`config.mk`:
```
export PLATFORM = sky130hd
export DESIGN_NAME = wmf_queue
export DESIGN_NICKNAME = d
export VERILOG_FILES = /design/src/sv/wmf_pkg.sv /design/src/sv/wmf_queue.sv
export SDC_FILE = /design/constraint.sdc
export NUM_CORES = 1
export LEC_CHECK = 0
export BUFFER_PORTS_ARGS = -buffer_cell sky130_fd_sc_hd__buf_2
export CAP_MARGIN = 20
export CELL_PAD_IN_SITES_DETAIL_PLACEMENT = 2
export CELL_PAD_IN_SITES_GLOBAL_PLACEMENT = 2
export CORE_ASPECT_RATIO = 1.2
export CORE_MARGIN = 10
export CORE_UTILIZATION = 30
export DETAILED_ROUTE_END_ITERATION = 10
export PLACE_DENSITY_LB_ADDON = 0.3
export SLEW_MARGIN = 20
export SYNTH_ARGS = -nofsm -noshare
export SYNTH_HDL_FRONTEND = slang
export SYNTH_SLANG_ARGS = --single-unit
```
`constraint.sdc`:
```
create_clock -name clk -period 2.3 [get_ports clk]
set_input_delay 0.115 -clock clk [delete_from_list [all_inputs] [get_ports clk]]
set_output_delay 0.115 -clock clk [all_outputs]
set_load 0.02 [all_outputs]
```
`src/sv/wmf_pkg.sv`:
```
// shared types and constants for the window minimum filter
`default_nettype none
package wmf_pkg;
	localparam int DataWidth = 32;
	localparam int MaxSide   = 1024;
	localparam int MaxWin    = 32;
	localparam int SideW     = 11;
	localparam int WinW      = 6;
	localparam int PosW      = 10;
	localparam int RowSelW   = 5;
	localparam int CntW      = 6;
	localparam int QueueDepth = 4;
	localparam int QPtrW     = 2;
	localparam int QCntW     = 3;

	localparam logic [1:0] RegImageSide  = 2'd0;
	localparam logic [1:0] RegWindowSize = 2'd1;

	typedef struct packed {
		logic signed [DataWidth-1:0] hmin;
		logic [RowSelW-1:0]          row_sel;
		logic [PosW-1:0]             col;
		logic [WinW-1:0]             win;
		logic                        emit;
		logic                        last;
	} hmin_item_t;
endpackage
`default_nettype wire

```
`src/sv/wmf_queue.sv`:
```
// short queue of horizontal minima between front and back
`default_nettype none
module wmf_queue (
	input  wire logic                clk,
	input  wire logic                arst_n,
	input  wire logic                push,
	input  wire wmf_pkg::hmin_item_t push_item,
	output wire logic                full,
	input  wire logic                pop,
	output wire logic                nonempty,
	output wire wmf_pkg::hmin_item_t pop_item
);
	wmf_pkg::hmin_item_t mem_q [wmf_pkg::QueueDepth];
	logic [wmf_pkg::QPtrW-1:0] wr_q, rd_q;
	logic [wmf_pkg::QCntW-1:0] cnt_q;

	assign full = cnt_q == wmf_pkg::QCntW'(wmf_pkg::QueueDepth);
	assign nonempty = cnt_q != '0;
	assign pop_item = mem_q[rd_q];

	always_ff @(posedge clk or negedge arst_n) begin
		if (!arst_n) begin
			wr_q <= '0;
			rd_q <= '0;
			cnt_q <= '0;
		end else begin
			if (push) wr_q <= wr_q + 1'b1;
			if (pop) rd_q <= rd_q + 1'b1;
			cnt_q <= cnt_q + wmf_pkg::QCntW'(push) - wmf_pkg::QCntW'(pop);
		end
	end

	always_ff @(posedge clk) begin
		if (push) mem_q[wr_q] <= push_item;
	end
endmodule
`default_nettype wire

```
# == After elaboration in Yosys (flattened, before gate mapping) ==
# Memory sizes are Yosys's and may differ from the RTL's.
# Index checks and enable logic that the tools add are counted.
# classes
mux,2
reduce_logical,1
addsub,4
eq_ne,1
# ops
operator,count
2-bit by 1-bit adder with 2-bit output (second input constant),2
3-bit by 1-bit adder with 3-bit output,1
3-bit equality test (second input constant),1
3-bit nonzero test,1
3-bit by 1-bit subtractor with 3-bit output,1
1-bit two-way mux,2
# word_totals
n_memories,1
in_bits,59
ramBits,220
reg_bits,7
word_cells,12
out_inout_bits,57
# mem_list
memory,words,width,read_ports,rd_ports_with_merged_regs,wr,line,rtl
mem_q,4,55,1,0,1,wmf_queue.sv:13,wmf_pkg::hmin_item_t mem_q [wmf_pkg::QueueDepth];

# == Depth between registers and ports, before layout ==
# Gate-level depths: netlist of the first run.
# logic_depth
word_depth,2
depth_mapped,6
depth_no_buf,6

# == Worst setup path after synthesis of the first run ==
# No wires, ideal clock.
# synth_timing
path_kind,register to register
startpoint,register wr_q[0] (netlist name)
endpoint,memory mem_q[0][0] (netlist name) (enable)
path_stages_with_launch,4
period_less_slack_ns,2.343
setup_time_ns,0.418
n_path_buf,0
t_arrival_ns,1.925
t_required_ns,1.882
setup_slack_ns,-0.043
cell_sequence,dfrtp_1 inv_1 ha_1 and2_1
# synth_lines
item,line,rtl
start: declaration,wmf_queue.sv:14,"logic [wmf_pkg::QPtrW-1:0] wr_q, rd_q;"
start signal: assignment,wmf_queue.sv:27,if (push) wr_q <= wr_q + 1'b1;
end: declaration,wmf_queue.sv:13,
# No word-level cell before the write port.

==> run summary, run 1 <==
status = finished clean
Worst Max-Slew Pin Slew = 0.539 ns
Final Skew = 0.00669 ns
hold_sp = push_item[52]
type of the worst min-delay path = in -> reg
total power = 0.0141 W
f_max = 472 MHz
Clk Latency, worst-skew pair = 0.50 ns
CP startpoint kind = register
Core Box Area = 27300 um2
clock sink count = 227
R2R Setup Slk = 0.66 ns
GRT overflow = 0
met3 usage in global routing = 0.0252
Clock Tree Buf Depth = 3
gpl congestion = 0.675
Syn Area/Cell = 25.9 um2
CP Max Fanout = 27
wire length after detailed routing = 19000 um
top cells by area, synth = edfxtp_1 (79%), mux4_2 (15%), dfrtp_1 (2.1%)
Peak VDD IR = 0.000528 V
DR vias/cell = 4.52
most frequent cell after synthesis = edfxtp_1
Hold Crit Depth = 2
Die Y = 202 um
Final ANT Viol Nets = 0
Tmin final = 2.12 ns
fraction of layout cells with a size suffix above 1 = 0.415
reg-to-reg endpoint = mem_q[2][14]
TritonCTS clock tree = yes
Synth top cells by count = edfxtp_1 (220), mux4_2 (55), dfrtp_1 (7)
Total GRT Usage = 0.110
synthesized flop and latch total = 227
die area = 34800 um2
Synth top area share = 0.794
Synth Cell Area = 8320 um2
asr flop ratio synth = 0.0308
Clock transition at path regs = 0.06 ns
Worst slew margin = 0.640
register area share after synthesis = 0.815
Syn Nets = 387
CP arrival = 2.00 ns
PwrDens = 1300 nW/um2
IO buf count = 115
final setup fails = 0
synth unique cells = 17
Initial DRC Count = 215
nets = 590
vias in the first global route = 4789
DRC = 0
kind of critical path = reg -> out
Maximum Capacitance Violations = 0
post-DP HPWL = 11800 um
largest net degree at the start of global routing = 35
io pins = 116
DR pass1 iterations = 4
GR Layer Usage met2 = 0.193
Post-synth EDFFs = 220
dpl cell area = 9390 um2
site row count = 66
Hold WS = 0.360 ns
Synth Flop Type = edfxtp_1
CP required = 2.18 ns
first-pass GRT wire length = 29100 um
crit path capture type = primary output
leakage power = 3.78 nW
Root Driver = clkbuf_16
worst reg2reg path depth = 4
cell taking the most area after synthesis = edfxtp_1
RSZ-0062 raised after global routing = false
hold path endpoint = mem_q[2][52]
TNS Setup = 0 ns
DR WL/cell = 21.5 um
initial antenna violation count = 1
chip width = 172 um
Syn Inst Count = 321
Max Slew Vio Count = 0
final core occ = 0.398
CTS buffer count = 25
area grow syn2layout = 30.3%
Final Hold Viols = 0
initial core utilization = 0.305
Via Count = 3993
r2r startpoint = wr_q[0]
M1 GR Usage = 0.129
Synth Warn # = 0
gr busiest metal = met2
period utilisation layout = 0.920
post-route cell area = 10800 um2
htree depth = 1
critical path, stage by stage, from the launching register on:
cell and delay, ns:
dfrtp_4 0.48, buf_16 0.25, mux4_2 0.57, buf_2 0.18
metrics by stage:
stage,std cells,setup slack [ns]
after floorplan,321,0.0414
after global placement,775,0.561
after detailed placement,775,0.547
after CTS,879,0.00437
after global routing,882,0.0911
final,883,0.184
final cells by class:
class                   count  area, um2
diodes                      1       2.50
clock inverters            11        156
fillers                  2596      16400
clock buffers              34        669
inverters                   6       22.5
flip-flops and latches    227       6790
well taps                 340        425
repair buffers            188       1340
multi-input cells          76       1440
metal layers:
layer / vias to the layer above / wire length [um] / part of all wire
met5: - / 0 / 0
li1: 1776 / - / -
met4: 0 / 405 / 0.021
met2: 101 / 10000 / 0.53
met3: 29 / 1080 / 0.057
met1: 2087 / 7450 / 0.39
worst max-delay path by stage:
stage | slack (ns) | to | depth (start not counted) | startpoint
2_1_floorplan | 0.04 | mem_q[3][0] | 2 | wr_q[0]
3_3_place_gp | 0.56 | pop_item[20] | 3 | rd_q[0]
3_5_place_dp | 0.55 | pop_item[20] | 3 | rd_q[0]
4_1_cts | 0.004 | pop_item[20] | 3 | rd_q[0]
5_1_grt | 0.09 | pop_item[19] | 3 | rd_q[0]
6_report | 0.18 | pop_item[20] | 3 | rd_q[0]
what timing repair did:
action | CTS | global route
resized for setup | 1 | 0
endpoints found under the setup margin | 1 | 25
pin swaps | 0 | 0
setup buffers | 0 | 3
endpoints found under the hold margin | 232 | 0
hold buffers | 59 | 0
cells by family after synthesis:
family / after synthesis / share of synthesized area
flip-flops: 227 / 0.815
adder cells (fa/ha/maj): 7 / 0.0114
AND/OR/NAND/NOR: 8 / 0.00541
multiplexers: 55 / 0.149
AO/OA/AOI/OAI: 1 / 0.000601
XOR/XNOR: 5 / 0.00526
buffers and inverters: 18 / 0.0134
cell usage in the layout, fill, tap and decap left out:
master,instances
and2_4,4
and3_1,1
buf_12,4
buf_16,1
buf_2,115
buf_4,9
bufinv_16,4
clkbuf_1,8
clkbuf_16,25
clkbuf_8,1
clkinv_1,2
clkinv_2,4
dfrtp_1,5
dfrtp_2,1
dfrtp_4,1
diode_2,1
dlygate4sd3_1,59
edfxtp_1,220
fa_1,1
ha_1,6
inv_1,6
inv_6,1
mux4_2,55
nand2_1,2
o21ai_0,1
or3_1,1
xnor2_1,2
xor2_1,3
state kept, by name, summed over array words and instances, names as in the netlist:
name	cells
wr_q	2
mem_q	220
rd_q	2
cnt_q	3
power breakdown:
group	internal, W	switching (W)
clock network	0.00248	0.00152
registers	0.00542	0.000215
logic	0.00186	0.00260
(Power assumes the default switching activity.)
==> inputs of run 2 (changes only) <==
==> constraint.sdc (replaced) <==
create_clock -name clk -period 2 [get_ports clk]
set_input_delay 0.1 -clock clk [delete_from_list [all_inputs] [get_ports clk]]
set_output_delay 0.1 -clock clk [all_outputs]
set_load 0.02 [all_outputs]
==> run 2 against run 1 <==
The run now ends with negative setup slack left. Combinational power is 43% higher. Highest routed layer unchanged. Utilization rose by 1.8 points. Via count increased by 3.4%. Sequential power grew 15%. Register-to-register slack worse by 0.20 ns. Clock power grew 21%. Critical endpoint is now pop_item[29]. Worst setup slack worse by 0.26 ns. Design area grew 4.5%. Routed wire length grew 4.6%.
==> run summary, run 2 (synthesized netlist as in run 1, its figures left out) <==
Tmin final = 2.08 ns
type of the worst min-delay path = in -> reg (unchanged)
CP required = 1.90 ns (was 2.18 ns)
Final Hold Viols = 0 (unchanged)
vias in the first global route = 4866 (was 4789)
largest net degree at the start of global routing = 33 (was 35)
initial antenna violation count = 0 (was 1)
fraction of layout cells with a size suffix above 1 = 0.423 (was 0.415)
IO buf count = 115 (unchanged)
biggest regs = mem_q (220), cnt_q (3) (unchanged)
TNS Setup = -1.94 ns (was 0 ns)
Worst slew margin = 0.732 (was 0.640)
post-route cell area = 11300 um2 (was 10800 um2)
wire length after detailed routing = 19900 um (was 19000 um)
period utilisation layout = 1.04
FILL cells = 2522 (was 2596)
Worst Max-Slew Pin Slew = 0.401 ns (was 0.539 ns)
Die Y = 202 um (unchanged)
PwrDens = 1560 nW/um2 (was 1300 nW/um2)
Maximum Capacitance Violations = 0 (unchanged)
post-DP HPWL = 11600 um (was 11800 um)
first-pass GRT wire length = 29600 um (was 29100 um)
Total GRT Usage = 0.111 (was 0.110)
Root Driver = clkbuf_16 (unchanged)
critical path cell sequence = buf_4 > clkbuf_16 > mux4_2 > buf_2 (was buf_16 > mux4_2 > buf_2)
RSZ-0062 raised after global routing = true (was false)
final core occ = 0.416 (was 0.398)
GRT overflow = 0 (unchanged)
DRC = 0 (unchanged)
antenna cells = 0 (was 1)
status = finished, violations left (was finished clean)
final setup fails = 55 (was 0)
clock sink count = 227 (unchanged)
dpl cell area = 9450 um2 (was 9390 um2)
Peak VDD IR = 0.00116 V (was 0.000528 V)
dpl cells = 776 (was 775)
f_max = 481 MHz
site row count = 66 (unchanged)
chip width = 172 um (unchanged)
nets = 597 (was 590)
Via Count = 4128 (was 3993)
Core Box Area = 27300 um2 (unchanged)
Final Skew = 0.00702 ns (was 0.00669 ns)
crit path capture type = primary output (unchanged)
final non-filler cell total = 889 (was 883)
kind of critical path = reg -> out (unchanged)
gpl congestion = 0.681 (was 0.675)
CP max-delay cell = mux4_2 (unchanged)
Clock Tree Buf Depth = 3 (unchanged)
leading cell type in the layout, fill and taps excluded = edfxtp_1 (unchanged)
area taken by multi-input logic gates = 1440 um2 (unchanged)
CP arrival = 1.98 ns (was 2.00 ns)
leakage power = 3.97 nW (was 3.78 nW)
Clk Latency, worst-skew pair = 0.51 ns (was 0.50 ns)
TritonCTS clock tree = yes (unchanged)
die area = 34800 um2 (unchanged)
io pins = 116 (unchanged)
CP startpoint kind = register (unchanged)
CP Max Fanout = 8 (was 27)
Max Slew Vio Count = 0 (unchanged)
failing checks = negative setup slack
Most flops, register = mem_q (unchanged)
Clock transition at path regs = 0.06 ns (about the same)
initial core utilization = 0.305 (unchanged)
Final ANT Viol Nets = 0 (unchanged)
most frequent cells in the layout = edfxtp_1 (220), buf_2 (77), dlygate4sd3_1 (59) (was edfxtp_1 (220), buf_2 (115), dlygate4sd3_1 (59))
CP max stage delay = 0.52 ns (was 0.57 ns)
worst setup margin = -0.0804 ns (was 0.184 ns)
area grow syn2layout = 36.1% (was 30.3%)
DR WL/cell = 22.3 um (was 21.5 um)
Sequential Area = 6790 um2 (unchanged)
Initial DRC Count = 149 (was 215)
DR pass1 iterations = 4 (unchanged)
htree depth = 1 (unchanged)
CTS buffer count = 25 (unchanged)
DR vias/cell = 4.64 (was 4.52)
max FFs per register = 220 (unchanged)
-- run 2: area by class of cell --
cell class | instances | area share
clock inverter | 12 | 0.0183
inverter | 6 | 0.00199
multi-input combinational | 76 | 0.127
clock buffer | 33 | 0.0579
timing repair buffer | 195 | 0.158
tap | 340 | 0.0376
sequential | 227 | 0.599
-- run 2: path summary, 6_finish.rpt --
| check | startpoint | endpoint | slack, ns | depth (start not counted) |
|---|---|---|---|---|
| max | rd_q[0] | pop_item[29] | -0.08 | 4 |
| min | push_item[1] | mem_q[1][1] | 0.35 | 2 |
| max reg2reg | cnt_q[0] | cnt_q[2] | 0.46 | 6 |
| min reg2reg | wr_q[0] | wr_q[0] | 0.53 | 1 |
| max in group asynchronous | arst_n | rd_q[0] | 1.15 | 3 |
| min in group asynchronous | arst_n | cnt_q[0] | 0.56 | 3 |
-- run 2: routing by layer --
layer	part of all wire	GRT usage	wire, um
met2	0.54	0.198	10700
met4	0.019	0.0330	377
met3	0.045	0.0207	888
met1	0.40	0.132	7930
met5	0	0	0
-- run 2: report_power, final --
group	internal, W	leakage (nW)	switching [W]
Combinational	0.00309	1.44	0.00327
Sequential	0.00624	2.10	0.000250
Clock	0.00307	0.421	0.00177
-- run 2: worst max-delay path, delay by kind of cell, from the launching register on --
| kind | cells | cell delay, ns |
|---|---|---|
| multiplexers | 1 | 0.52 |
| buffers and inverters | 3 | 0.50 |
| flip-flops | 1 | 0.45 |
-- run 2: timing repair --
| action | in CTS | in global routing |
|---|---|---|
| endpoints found under the setup margin | 55 | 55 |
| resized for setup | 44 | 36 |
| gates cloned | 2 | 2 |
| hold buffers | 59 | 0 |
| buffers inserted | 1 | 4 |
| endpoints found under the hold margin | 232 | 0 |
| pin swaps | 0 | 0 |
-- run 2: stage by stage --
step / total power (W) / setup slack, ns / hold slack (ns)
6_report: 0.0177 / -0.0804 / 0.352
5_1_grt: 0.0185 / -0.150 / 0.347
4_1_cts: 0.0175 / -0.147 / 0.318
3_5_place_dp: 0.0119 / 0.384 / -0.0443
3_3_place_gp: 0.0117 / 0.393 / -0.0497
2_1_floorplan: 0.00988 / 0.251 / -0.196
==> inputs of run 3 (changes only) <==
--- a/config.mk
+++ b/config.mk
@@ -10,7 +10,7 @@
 export CELL_PAD_IN_SITES_DETAIL_PLACEMENT = 2
 export CELL_PAD_IN_SITES_GLOBAL_PLACEMENT = 2
 export CORE_ASPECT_RATIO = 1.2
-export CORE_MARGIN = 10
+export CORE_MARGIN = 3
 export CORE_UTILIZATION = 30
 export DETAILED_ROUTE_END_ITERATION = 10
 export PLACE_DENSITY_LB_ADDON = 0.3
==> run 3 against run 2 <==
The run still ends with negative setup slack left. Utilization about the same. Final cell count up 1.2%. Worst hold slack got worse by 0.013 ns. Flip-flop and latch count did not move. Register-to-register slack got worse by 0.07 ns. Sequential power hardly changed. Design area about the same. Via count rose by 0.34%. Clock-buffer cell count did not move. Combinational power rose by 3.9%.
==> run summary, run 3 (synthesized netlist as in run 1, its figures left out) <==
area grow syn2layout = 36.2% (was 36.1%)
Maximum Capacitance Violations = 0 (unchanged)
clock share of power = 0.234 (was 0.273)
Flop pwr share = 0.379 (was 0.367)
Peak VDD IR = 0.000679 V (was 0.00116 V)
GRT overflow = 0 (unchanged)
kind of critical path = reg -> out (unchanged)
Die Y = 188 um (was 202 um)
NetSw = 0.00526 W (was 0.00528 W)
switch share = 0.308 (was 0.299)
dpl cell area = 9550 um2 (was 9450 um2)
Clock transition at path regs = 0.06 ns (about the same)
post-route cell area = 11300 um2 (about the same)
PwrDens = 1510 nW/um2 (was 1560 nW/um2)
Final Skew = 0.0141 ns (was 0.00702 ns)
dpl cells = 783 (was 776)
Final ANT Viol Nets = 0 (unchanged)
Root Driver = clkbuf_16 (unchanged)
io pins = 116 (unchanged)
CP max stage delay = 0.52 ns (about the same)
CP required = 1.90 ns (about the same)
leakage power = 3.97 nW (about the same)
total power = 0.0171 W (was 0.0177 W)
max FFs per register = 220 (unchanged)
Clk Latency, worst-skew pair = 0.51 ns (about the same)
Core Box Area = 27300 um2 (unchanged)
wire length after detailed routing = 19100 um (was 19900 um)
gpl congestion = 0.682 (was 0.681)
fraction of layout cells with a size suffix above 1 = 0.428 (was 0.423)
DRC = 0 (unchanged)
Total GRT Usage = 0.130 (was 0.111)
Comb power frac = 0.387 (was 0.360)
vias in the first global route = 4819 (was 4866)
CP Max Fanout = 8 (unchanged)
nets = 607 (was 597)
htree depth = 1 (unchanged)
DR pass1 iterations = 4 (unchanged)
Clock Tree Buf Depth = 3 (unchanged)
largest net degree at the start of global routing = 36 (was 33)
f_max = 484 MHz (was 481 MHz)
initial core utilization = 0.305 (unchanged)
post-DP HPWL = 11700 um (was 11600 um)
Via Count = 4142 (was 4128)
Cell Int Power = 0.0118 W (was 0.0124 W)
CP Buf/Inv Count = 3 (unchanged)
CP startpoint kind = register (unchanged)
Final Hold Viols = 0 (unchanged)
CP arrival = 1.97 ns (was 1.98 ns)
CTS buffer count = 24 (was 25)
failing checks = negative setup slack (unchanged)
final setup fails = 48 (was 55)
chip width = 158 um (was 172 um)
RSZ-0062 raised after global routing = true (unchanged)
first-pass GRT wire length = 29200 um (was 29600 um)
CP max-delay cell = mux4_2 (unchanged)
TritonCTS clock tree = yes (unchanged)
clock sink count = 227 (unchanged)
site row count = 66 (unchanged)
Initial DRC Count = 191 (was 149)
IO buf count = 115 (unchanged)
biggest regs = mem_q (220), cnt_q (3) (unchanged)
Max Slew Vio Count = 0 (unchanged)
final non-filler cell total = 900 (was 889)
Most flops, register = mem_q (unchanged)
initial antenna violation count = 2 (was 0)
crit path capture type = primary output (unchanged)
period utilisation layout = 1.03 (was 1.04)
Worst Max-Slew Pin Slew = 0.429 ns (was 0.401 ns)
critical path cell sequence = buf_12 > clkbuf_16 > mux4_2 > buf_6 (was buf_4 > clkbuf_16 > mux4_2 > buf_2)
most frequent cells in the layout = edfxtp_1 (220), buf_2 (77), dlygate4sd3_1 (59) (unchanged)
DR WL/cell = 21.2 um (was 22.3 um)
Tmin final = 2.07 ns (was 2.08 ns)
die area = 29800 um2 (was 34800 um2)
leading cell type in the layout, fill and taps excluded = edfxtp_1 (unchanged)
status = finished, violations left (unchanged)
Worst slew margin = 0.713 (was 0.732)
DR vias/cell = 4.60 (was 4.64)
CP delay by family, top = multiplexers (unchanged)
type of the worst min-delay path = in -> reg (unchanged)
worst setup margin = -0.0679 ns (was -0.0804 ns)
run 3: per-layer routing:
| metal | vias up | routed length [um] | share of wire | track usage |
|---|---|---|---|---|
| met5 | - | 0 | 0 | 0 |
| li1 | 1816 | - | - | - |
| met2 | 92 | 10100 | 0.53 | 0.231 |
| met4 | 0 | 368 | 0.019 | 0.0364 |
| met3 | 31 | 769 | 0.040 | 0.0241 |
| met1 | 2203 | 7910 | 0.41 | 0.162 |
run 3: final cells by class:
type / count / area (um2)
Fill cell: 2538 / 15900
Sequential cell: 227 / 6790
Timing Repair Buffer: 206 / 1950
Multi-Input combinational cell: 76 / 1440
Clock buffer: 33 / 656
Tap cell: 340 / 425
Clock inverter: 10 / 47.5
Inverter: 6 / 22.5
Antenna cell: 2 / 5.00
run 3: worst paths after layout:
path	from	endpoint	slack (ns)	cells after the start
setup / recovery	rd_q[0]	pop_item[14]	-0.07	4
hold / removal	push_item[53]	mem_q[0][53]	0.34	2
setup reg to reg	wr_q[1]	mem_q[1][20]	0.39	4
hold reg to reg	wr_q[0]	wr_q[0]	0.56	1
max in group asynchronous	arst_n	rd_q[0]	1.03	3
min in group asynchronous	arst_n	rd_q[0]	0.63	3
run 3: per-stage QoR:
stage,setup slack [ns],TNS (ns),util,hold WS [ns]
floorplan,0.251,0,-,-0.196
global placement,0.314,0,0.351,-0.0437
detailed placement,0.327,0,0.351,-0.0315
CTS,-0.149,-4.98,0.406,0.302
global route,-0.152,-5.65,0.416,0.334
finish,-0.0679,-1.64,0.416,0.339
run 3: worst register-to-register path, cell delays in order, from the launching register on:
cell and delay, ns:
dfrtp_1 0.40, inv_1 0.11, ha_1 0.17, and2_4 0.36, buf_4 0.27
run 3: power by group through the flow:
stage                     logic, W  registers (W)  clock network (W)
after global placement     0.00523        0.00656                  0
after floorplan            0.00341        0.00647                  0
after detailed placement   0.00531        0.00665                  0
final                      0.00661        0.00648            0.00400
after CTS                  0.00607        0.00650            0.00417
after global routing       0.00712        0.00656            0.00434
run 3: what timing repair did:
| action | CTS | global route |
|---|---|---|
| endpoints found under the setup margin | 49 | 53 |
| hold buffers | 59 | 0 |
| buffers inserted | 4 | 4 |
| resized for setup | 30 | 54 |
| hold endpoints to repair | 232 | 0 |
| gates cloned | 2 | 3 |
